**config.mk**
```make
export PLATFORM = sky130hd
export DESIGN_NAME = sapw_ctrl
export DESIGN_NICKNAME = d
export VERILOG_FILES = /design/src/hdl/sapw_pkg.sv /design/src/hdl/sapw_ctrl.sv
export SDC_FILE = /design/constraint.sdc
export NUM_CORES = 1
export LEC_CHECK = 0
export ABC_AREA = 0
export BUFFER_PORTS_ARGS = -buffer_cell sky130_fd_sc_hd__buf_2
export CELL_PAD_IN_SITES_DETAIL_PLACEMENT = 1
export CELL_PAD_IN_SITES_GLOBAL_PLACEMENT = 2
export CORE_UTILIZATION = 36
export DETAILED_ROUTE_END_ITERATION = 16
export PLACE_DENSITY_LB_ADDON = 0.1
export SLEW_MARGIN = 20
export SYNTH_ARGS = -nofsm -noshare
export SYNTH_HDL_FRONTEND = slang
export SYNTH_SLANG_ARGS = --single-unit
export TNS_END_PERCENT = 10
```
**constraint.sdc**
```tcl
create_clock -name clk -period 5.9 [get_ports clk]
set_input_delay 0.295 -clock clk [delete_from_list [all_inputs] [get_ports clk]]
set_output_delay 0.295 -clock clk [all_outputs]
set_load 0.02 [all_outputs]
```
**src/hdl/sapw_pkg.sv**
```systemverilog
// Shared definitions for the steepest-ascent path walker.
// Holds grid sizes, field widths, codes, the controller/datapath bundles and the scan table.
// No dependencies.
package sapw_pkg;

    localparam int GRID_X    = 64;
    localparam int GRID_Y    = 64;
    localparam int MAX_STEPS = 64;

    localparam int CELLS  = GRID_X * GRID_Y;
    localparam int X_W    = $clog2(GRID_X);
    localparam int Y_W    = $clog2(GRID_Y);
    localparam int ADDR_W = $clog2(CELLS);

    localparam int CELL_W    = 6;
    localparam int H_W       = 19;
    localparam int RISE_W    = H_W + 1;
    localparam int MAG_W     = H_W;
    localparam int RECIP_W   = 32;
    localparam int PROD_W    = MAG_W + RECIP_W;
    localparam int SLOPE_W   = 52;
    localparam int OFF_W     = 7;
    localparam int LIM_W     = 7;
    localparam int SLOT_W    = 4;
    localparam int REG_IDX_W = 2;

    // Scan slots: the center cell first, then the eight neighbors in row-major order.
    localparam logic [SLOT_W-1:0] SLOT_CENTER = 4'd0;
    localparam logic [SLOT_W-1:0] SLOT_LAST   = 4'd8;

    localparam logic OP_WRITE = 1'b0;
    localparam logic OP_QUERY = 1'b1;

    localparam logic [REG_IDX_W-1:0] REG_RECIP_DX   = 2'd0;
    localparam logic [REG_IDX_W-1:0] REG_RECIP_DY   = 2'd1;
    localparam logic [REG_IDX_W-1:0] REG_RECIP_DIAG = 2'd2;

    localparam logic [RECIP_W-1:0] RECIP_DX_RESET   = 32'd4294967;
    localparam logic [RECIP_W-1:0] RECIP_DY_RESET   = 32'd4294967;
    localparam logic [RECIP_W-1:0] RECIP_DIAG_RESET = 32'd3037000;

    typedef struct packed {
        logic              wr_cell;
        logic              clr_en;
        logic [ADDR_W-1:0] clr_addr;
        logic              start;
        logic              rd_en;
        logic [SLOT_W-1:0] rd_slot;
        logic              move;
        logic              emit;
        logic              emit_marker;
        logic              emit_last;
    } sapw_cmd_t;

    typedef struct packed {
        logic start_ok;
        logic pipe_busy;
        logic moved;
        logic out_free;
    } sapw_status_t;

    // Column step of a scan slot: -1, 0 or +1.
    function automatic logic signed [1:0] slot_di(input logic [SLOT_W-1:0] s);
        logic signed [1:0] d;
        case (s)
            4'd1, 4'd4, 4'd6: d = -2'sd1;
            4'd3, 4'd5, 4'd8: d = 2'sd1;
            default:          d = 2'sd0;
        endcase
        return d;
    endfunction

    // Row step of a scan slot: -1, 0 or +1.
    function automatic logic signed [1:0] slot_dj(input logic [SLOT_W-1:0] s);
        logic signed [1:0] d;
        case (s)
            4'd1, 4'd2, 4'd3: d = -2'sd1;
            4'd6, 4'd7, 4'd8: d = 2'sd1;
            default:          d = 2'sd0;
        endcase
        return d;
    endfunction

endpackage

```
**src/hdl/sapw_ctrl.sv**
```systemverilog
// Controller of the path walker: clearing pass, query sequencing, scan issue and result emission.
// Depends on sapw_pkg; drives sapw_dp through the command bundle.
module sapw_ctrl (
    input  logic                          clk,
    input  logic                          rst_n,
    input  logic                          in_valid,
    output logic                          in_ready,
    input  logic                          opcode,
    input  logic [sapw_pkg::LIM_W-1:0]    max_steps,
    input  sapw_pkg::sapw_status_t        status,
    output sapw_pkg::sapw_cmd_t           cmd
);

    typedef enum logic [6:0] {
        S_CLEAR  = 7'b0000001,
        S_IDLE   = 7'b0000010,
        S_START  = 7'b0000100,
        S_SCAN   = 7'b0001000,
        S_DRAIN  = 7'b0010000,
        S_DECIDE = 7'b0100000,
        S_LAST   = 7'b1000000
    } sapw_state_t;

    sapw_state_t                   state_reg, state_next;
    logic [sapw_pkg::SLOT_W-1:0]   slot_reg, slot_next;
    logic [sapw_pkg::LIM_W-1:0]    n_reg, n_next;
    logic [sapw_pkg::LIM_W-1:0]    limit_reg, limit_next;
    logic [sapw_pkg::ADDR_W-1:0]   clr_reg, clr_next;
    logic                          accept;
    logic [sapw_pkg::LIM_W-1:0]    n_inc;

    assign in_ready = (state_reg == S_IDLE);
    assign accept   = in_valid && in_ready;
    assign n_inc    = n_reg + 1'b1;

    always_comb
    begin
        state_next = state_reg;
        slot_next  = slot_reg;
        n_next     = n_reg;
        limit_next = limit_reg;
        clr_next   = clr_reg;
        cmd        = '0;
        cmd.clr_addr = clr_reg;
        cmd.rd_slot  = slot_reg;
        case (state_reg)
            S_CLEAR:
            begin
                cmd.clr_en = 1'b1;
                clr_next   = clr_reg + 1'b1;
                if (clr_reg == sapw_pkg::ADDR_W'(sapw_pkg::CELLS - 1))
                    state_next = S_IDLE;
            end
            S_IDLE:
            begin
                if (accept)
                begin
                    if (opcode == sapw_pkg::OP_WRITE)
                        cmd.wr_cell = 1'b1;
                    else
                    begin
                        cmd.start  = 1'b1;
                        n_next     = '0;
                        limit_next = (max_steps > sapw_pkg::LIM_W'(sapw_pkg::MAX_STEPS))
                                   ? sapw_pkg::LIM_W'(sapw_pkg::MAX_STEPS) : max_steps;
                        state_next = S_START;
                    end
                end
            end
            S_START:
            begin
                if (status.start_ok && (limit_reg != '0))
                begin
                    slot_next  = sapw_pkg::SLOT_CENTER;
                    state_next = S_SCAN;
                end
                else if (status.out_free)
                begin
                    cmd.emit        = 1'b1;
                    cmd.emit_marker = 1'b1;
                    cmd.emit_last   = 1'b1;
                    state_next      = S_IDLE;
                end
            end
            S_SCAN:
            begin
                cmd.rd_en = 1'b1;
                if (slot_reg == sapw_pkg::SLOT_LAST)
                    state_next = S_DRAIN;
                else
                    slot_next = slot_reg + 1'b1;
            end
            S_DRAIN:
            begin
                if (!status.pipe_busy)
                    state_next = S_DECIDE;
            end
            S_DECIDE:
            begin
                if (status.out_free)
                begin
                    if (status.moved)
                    begin
                        // The previous move is known not to be the final one now.
                        cmd.emit = (n_reg != '0);
                        cmd.move = 1'b1;
                        n_next   = n_inc;
                        if (n_inc == limit_reg)
                            state_next = S_LAST;
                        else
                        begin
                            slot_next  = sapw_pkg::SLOT_CENTER;
                            state_next = S_SCAN;
                        end
                    end
                    else
                    begin
                        cmd.emit        = 1'b1;
                        cmd.emit_marker = (n_reg == '0);
                        cmd.emit_last   = 1'b1;
                        state_next      = S_IDLE;
                    end
                end
            end
            S_LAST:
            begin
                if (status.out_free)
                begin
                    cmd.emit      = 1'b1;
                    cmd.emit_last = 1'b1;
                    state_next    = S_IDLE;
                end
            end
            default:
            begin
                state_next = S_IDLE;
            end
        endcase
    end

    always_ff @(posedge clk or negedge rst_n)
    begin
        if (!rst_n)
        begin
            state_reg <= S_CLEAR;
            slot_reg  <= '0;
            n_reg     <= '0;
            limit_reg <= '0;
            clr_reg   <= '0;
        end
        else
        begin
            state_reg <= state_next;
            slot_reg  <= slot_next;
            n_reg     <= n_next;
            limit_reg <= limit_next;
            clr_reg   <= clr_next;
        end
    end

    a_steps_in_limit: assert property (@(posedge clk) disable iff (!rst_n)
        n_reg <= limit_reg)
        else $error("step count ran past the query limit");

    a_emit_needs_room: assert property (@(posedge clk) disable iff (!rst_n)
        cmd.emit |-> status.out_free)
        else $error("result emitted while the output register was still full");

    a_limit_goes_last: assert property (@(posedge clk) disable iff (!rst_n)
        (state_reg == S_DECIDE && status.out_free && status.moved && n_inc == limit_reg)
        |=> (state_reg == S_LAST))
        else $error("move reaching the limit did not close the query");

    a_scan_on_empty_pipe: assert property (@(posedge clk) disable iff (!rst_n)
        (state_reg == S_SCAN && slot_reg == sapw_pkg::SLOT_CENTER) |-> !status.pipe_busy)
        else $error("new step started while the slope pipeline still held beats");

endmodule

```
* Word level (Yosys, flattened, before mapping)
Cells that the tools add are included.
** Cells by class
- Add/sub/neg operators :: 3
- Multiply operators :: 0
- Divide/modulo/power cells :: 0
- Order comparisons :: 1
- Equal/unequal tests :: 20
- Shift-type cells :: 0
- Multiplexer cells :: 42
- Bitwise logic cells :: 0
- Reduce and logical (&&, ||, !) cells :: 11
** Operators with widths (number)
- $mux W7 :: 15
- $pmux W7 S7 :: 1
- $mux W4 :: 6
- $ne A2 B2 Y1 const B :: 8
- $pmux W7 S2 :: 1
- $reduce_bool A7 Y1 :: 2
- $add A12 B1 Y12 const B :: 1
- $eq A12 B12 Y1 const B :: 1
- $mux W1 :: 12
- $pmux W4 S3 :: 1
- $reduce_and A6 Y1 :: 2
- $add A7 B1 Y7 const B :: 1
- $eq A7 B1 Y1 const B :: 1
- $eq A7 B2 Y1 const B :: 1
- $eq A7 B3 Y1 const B :: 1
- $eq A7 B4 Y1 const B :: 1
- $eq A7 B5 Y1 const B :: 1
- $eq A7 B6 Y1 const B :: 1
- $eq A7 B7 Y1 :: 1
- $eq A7 B7 Y1 const B :: 1
- $gt A7 B7 Y1 const B :: 1
- $logic_not A7 Y1 :: 1
- $mux W3 :: 2
- $pmux W1 S3 :: 2
- 10 further kinds :: 12
** Word-level totals
- Flip-flop bits (word level) :: 37
- Bits in latches :: 0
- Memory bits (writable) :: 0
- Bits in read-only memories :: 0
- Input port bits :: 15
- Output and inout bits :: 25
- Logic and storage cells :: 82
- Memories :: 0

* Depth between registers and ports, before layout
Gate-level depths: netlist of run 1.
- Word-level depth :: 6
- Depth in mapped cells :: 8
- Depth with buffers taken out :: 8

* Worst setup path after synthesis of run 1
OpenSTA, ideal clock, no wires.
- Path kind :: flip-flop to output port
- Start point :: register state_reg[3]
- End point :: output cmd[0] (netlist bit)
- Arrival :: 1907 ps
- Data required time :: 5605 ps
- Setup slack :: 3698 ps
- Cell stages (with the launch flop) :: 6
- Buffers on the path :: 1
- Cell sequence :: dfrtp_1 > buf_6 > or4b_4 > nor4_4 > or2b_1 > a21oi_1
** RTL lines
- start, declared :: line sapw_ctrl.sv:24 : sapw_state_t state_reg, state_next;
- start signal, assigned :: line sapw_ctrl.sv:153 : state_reg <= state_next;
- end, declared :: line sapw_ctrl.sv:11 : output sapw_pkg::sapw_cmd_t cmd

==> impl_results.md, run 1 <==
- Pins Over Slew Limit: 0
- FILL cells: 686
- Startpoint class of the critical path: register
- Die area: 6240 um2
- Post-CTS Setup Bufs: 0
- Number of diodes: 0
- Worst-case clock skew: 0.00729 ns
- Synth Net Count: 251
- Post-synth top area cell: dfrtp_1
- Clk slew on worst S/H paths: 0.08 ns
- Synth unique cells: 50
- HP Class: input port to async pin
- Max reg flops: 12
- Final wirelength: 5470 um
- Commonest cells after routing, fill and taps aside: buf_2 (39), dfrtp_1 (36), nand2_1 (34)
- CP Max Fanout: 8
- Routability congestion estimate: 0.881
- CTS max path bufs: 2
- Top FF cell, synth: dfrtp_1
- Largest net degree at the start of global routing: 38
- DR vias/cell: 5.33
- CTS resizes: 0
- Worst setup EP type: primary output
- CP Class: register to primary output
- Initial antenna violation count: 0
- Via count of the first global-routing pass: 1893
- Final setup TNS: 0 ns
- Hold Buf Count CTS: 0
- Remaining Overflow, GRT: 0
- Status: complete, no violations
- Routed len/inst: 15.9 um
- Die height: 79 um
- Drt initial violations: 82
- Worst slew margin: 41.9%
- Post-synth ARST share: 100%
- Share of the synthesized area in the top cell type: 42.2%
- Leak Pwr: 1.24 nW
- Cell internal pwr: 0.000529 W
- First-pass GRT wire length: 9610 um
- Max-Cap Viols: 0
- Clock latency on the worst-skew pair: 0.29 ns
- Final hold vios: 0
- Num rows: 27
- Most common cell after layout, fill and taps aside: buf_2
- Layout cells sized above 1: 20.6%
- DR vias: 1834
- Placeable core region: 5610 um2
- Multi-input logic area: 1140 um2
- Post-synthesis sequential area ratio: 43.4%
- Num CTS Buffers: 5
- Total power: 0.000842 W
- CTS tree: built
- Clock Power Share: 27.9%
- Detailed placer's ending HPWL: 4050 um
- Setup Viol. Count Final: 0
- DRT Pass-1 Iters: 4
- Comb pwr share: 31.9%
- Crit path DAT: 2.38 ns
- Layout area overhead: 17.5%
- Final period utilization: 45.3%
- CTS root buf: clkbuf_8
- RSZ-0062 raised after global routing: no
- Port Buffers: 39
- Reg area: 927 um2
- Final min period: 2.67 ns
- Peak supply drop: 0.155 mV
- Mapped Cells: 231
- Maximum clock frequency: 374 MHz
- Sw frac: 37.3%
- Dpl ws: 3.56 ns
- I/O pin total: 40
- Clock sinks: 37
- Slew @ Worst Pin: 0.872 ns
- Die X: 79 um
- Synthesized cell area: 2130 um2
- Area contributors post-synth: dfrtp_1 (42%), xnor2_1 (6.2%), nand2_1 (6.0%), xor2_1 (4.1%), o21ai_0 (3.0%)
- Pwr/cell area: 336 nW/um2
- GRT Util Overall: 19.9%
- EDFF count, synth: 0
- Nets: 291
- Residual DRC: 0
- Final WS setup: 3.23 ns
- Mapped Avg Cell Area: 9.24 um2
- Worst endpoint required time: 5.61 ns
- P_sw: 0.000314 W
- Initial core utilization: 38.1%
- YS warnings: 0
- Number of synthesized register bits: 37
- Hold slack: 0.123 ns
- Antenna Violating Nets Remaining: 0
- CTS H-tree depth: 2
- Sequential power share: 40.2%
==> through the flow <==
stage                     util, %  cell area (um2)  instances
after floorplan                 -             2130        231
after global placement       42.6             2390        336
after detailed placement     42.6             2390        336
after CTS                    44.7             2510        344
after global routing         44.7             2510        344
final                        44.7             2510        344
==> cell type report <==
class	instances	area share [%]
Clock buffer	6	3.29
Multi-Input combinational cell	179	45.5
Clock inverter	2	1.50
Timing Repair Buffer	39	7.78
Inverter	9	1.35
Sequential cell	37	37.0
Tap cell	72	3.59
==> power groups by stage <==
stage | clock network (W) | logic (W) | registers, W
after CTS | 0.000244 | 0.000272 | 0.000340
after floorplan | 0 | 0.000199 | 0.000339
after global routing | 0.000255 | 0.000304 | 0.000346
final | 0.000235 | 0.000269 | 0.000339
after global placement | 0 | 0.000270 | 0.000343
after detailed placement | 0 | 0.000270 | 0.000344
==> path summary, 6_finish.rpt <==
kind	startpoint	to	slack, ns	cells past startpoint
worst min-delay path	rst_n	limit_reg[5]	0.12	1
worst max register to register	state_reg[1]	n_reg[3]	3.62	6
min in group clk	max_steps[4]	limit_reg[4]	0.25	3
max in group asynchronous	rst_n	n_reg[6]	5.24	1
worst min register to register	clr_reg[5]	clr_reg[5]	0.52	1
worst max-delay path	state_reg[3]	cmd[1]	3.23	6
==> logic make-up after synthesis <==
group / after synthesis / share of synthesized area (%)
XOR/XNOR: 25 / 10.3
AND/OR/NAND/NOR: 104 / 26.6
adder cells (fa/ha/maj): 5 / 2.93
buffers and inverters: 15 / 3.05
AO/OA/AOI/OAI: 45 / 13.8
flip-flops: 37 / 43.4
==> layer usage <==
metal | track usage [%] | vias up | routed length, um | share of wire (%)
met4 | 5.64 | 0 | 65 | 1.2
met5 | 0 | - | 0 | 0
met3 | 3.68 | 8 | 206 | 3.8
met1 | 27.0 | 886 | 2720 | 50
met2 | 32.2 | 41 | 2480 | 45
li1 | - | 899 | - | -
==> synth_stat cells (4+ instances only) <==
cell and n:
ha_1 5, nand3_1 8, o21ai_0 13, and2_1 5
nor4_1 5, o31ai_1 4, xnor2_1 15, nor3_1 7
xor2_1 10, nor2_1 15, nand2_1 34, o21ai_1 7
clkbuf_1 4, dfrtp_1 36, nand2b_1 6, nand4_1 6
inv_1 9
==> worst max-delay path: stages (launching register included) <==
cell and delay (ns):
dfrtp_1 0.47, or4b_4 0.60, nor4_4 0.28, or2b_1 0.30
o21ai_0 0.15, and2_1 0.13, buf_2 0.15
Power figures use the tool's default switching activity.
==> inputs of run 2 (changes only) <==
- CORE_UTILIZATION: 36 -> 30
- clock period: 5.9 -> 2.3 ns (I/O delays scaled with it)
==> impl_results.md, run 2 (synthesis results as in run 1) <==
- Fin area: 2710 um2
- Remaining Overflow, GRT: 0
- GRT Util Overall: 17.5%
- Final WS setup: 0.0600 ns
- Max-Cap Viols: 0
- I/O pin total: 40
- Leak Pwr: 1.34 nW
- First-pass GRT wire length: 10000 um
- Final min period: 2.24 ns
- Detailed placer's ending HPWL: 4290 um
- Min-Delay Endpoint: limit_reg[4]
- Post-DP Area: 2510 um2
- Num rows: 30
- CTS H-tree depth: 2
- Slew @ Worst Pin: 0.879 ns
- Flop-to-flop setup slack: 0.25 ns
- Final hold vios: 0
- CP Class: register to primary output
- Pwr/cell area: 880 nW/um2
- CTS tree: built
- Num CTS Buffers: 5
- HP Class: input port to register
- Final period utilization: 97.4%
- Hold Path Depth: 3
- Placeable core region: 6830 um2
- Port Buffers: 39
- Maximum clock frequency: 446 MHz
- Drt initial violations: 83
- Final wirelength: 5890 um
- Number of diodes: 0
- Worst endpoint required time: 2.18 ns
- Multi-input logic area: 1150 um2
- Worst setup EP type: primary output
- Largest net degree at the start of global routing: 38
- RSZ-0062 raised after global routing: yes
- Worst r2r src: n_reg[0]
- Status: complete, no violations
- Layout area overhead: 27.1%
- Die area: 7460 um2
- FILL cells: 827
- Critical hold path startpoint: max_steps[4]
- Routed len/inst: 15.3 um
- Antenna Violating Nets Remaining: 0
- Crit path DAT: 2.13 ns
- Reg2reg path depth: 7
- Most common cell after layout, fill and taps aside: buf_2
- Clock latency on the worst-skew pair: 0.29 ns
- Setup Viol. Count Final: 0
- Die X: 86.4 um
- Pins Over Slew Limit: 0
- Residual DRC: 0
- Nets: 309
- Worst slew margin: 41.4%
- Startpoint class of the critical path: register
- Clk slew on worst S/H paths: 0.08 ns
- Worst-case clock skew: 0.00585 ns
- Routability congestion estimate: 0.766
- Reg2reg end: state_reg[6]
- DR vias: 1877
- Initial antenna violation count: 0
- Dpl ws: 0.201 ns
- Clock sinks: 37
- Via count of the first global-routing pass: 2007
- Reg area: 930 um2
- Peak supply drop: 0.302 mV
- Layout cells sized above 1: 26.9%
- DRT Pass-1 Iters: 4
- Max reg flops: 12
- Initial core utilization: 31.2%
- CTS root buf: clkbuf_8
- CP Max Fanout: 3
- DR vias/cell: 4.86
- Die height: 86.4 um
- CTS max path bufs: 2
- Commonest cells after routing, fill and taps aside: buf_2 (37), nand2_1 (34), dfrtp_1 (34)
- Final core utilization: 39.7%
[run 2: metrics by stage]
step / hold slack [ns] / total power [W] / TNS (ns) / cells
floorplan: -0.181 / 0.00138 / 0 / 231
finish: 0.0718 / 0.00239 / 0 / 386
global route: 0.0787 / 0.00254 / -0.0187 / 386
global placement: 0.304 / 0.00171 / 0 / 372
CTS: 0.0685 / 0.00242 / -0.116 / 385
detailed placement: 0.295 / 0.00171 / 0 / 372
[run 2: worst max-delay path by stage]
stage                       startpoint           to  cells past startpoint
after detailed placement  state_reg[6]       cmd[1]                      6
after floorplan           state_reg[3]     n_reg[3]                      8
after global routing      state_reg[6]       cmd[1]                      6
after global placement    state_reg[5]  slot_reg[1]                      6
after CTS                 state_reg[6]       cmd[1]                      6
final                     state_reg[4]       cmd[1]                      6
[run 2: per-layer routing]
layer  share of wire (%)  wire length [um]  GRT usage (%)  vias to the layer above
met5                   0                 0              0                        -
met4                 1.1                66           4.09                        0
met3                 2.7               161           3.33                        7
met2                  46              2710           29.4                       31
met1                  50              2950           23.4                      910
li1                    -                 -              -                      929
[run 2: cell type report]
cell class / instances / share of cell area [%]
multi-input cells: 179 / 42.6
flip-flops and latches: 37 / 34.3
repair buffers: 57 / 12.6
well taps: 96 / 4.43
clock inverters: 3 / 2.40
inverters: 9 / 1.24
clock buffers: 5 / 2.54
[run 2: worst max-delay path, cell delays in order, from the launching register on]
cell,delay [ns]
dfrtp_1,0.39
or4b_4,0.56
nor4_4,0.18
or2b_1,0.31
o21ai_1,0.12
and2_1,0.15
buf_6,0.12
[run 2: what timing repair did]
item | in CTS | in global routing
gates resized for setup | 9 | 1
pin swaps | 4 | 3
setup buffers | 4 | 1
setup endpoints to repair | 2 | 7
hold endpoints to repair | 36 | 0
hold buffers | 1 | 0
[run 2: report_power, final]
part	leakage, nW	switching (W)	internal, W
Clock	0.0681	0.000254	0.000431
Sequential	0.497	0.000114	0.000741
Combinational	0.772	0.000481	0.000368
Total	1.34	0.000849	0.00154
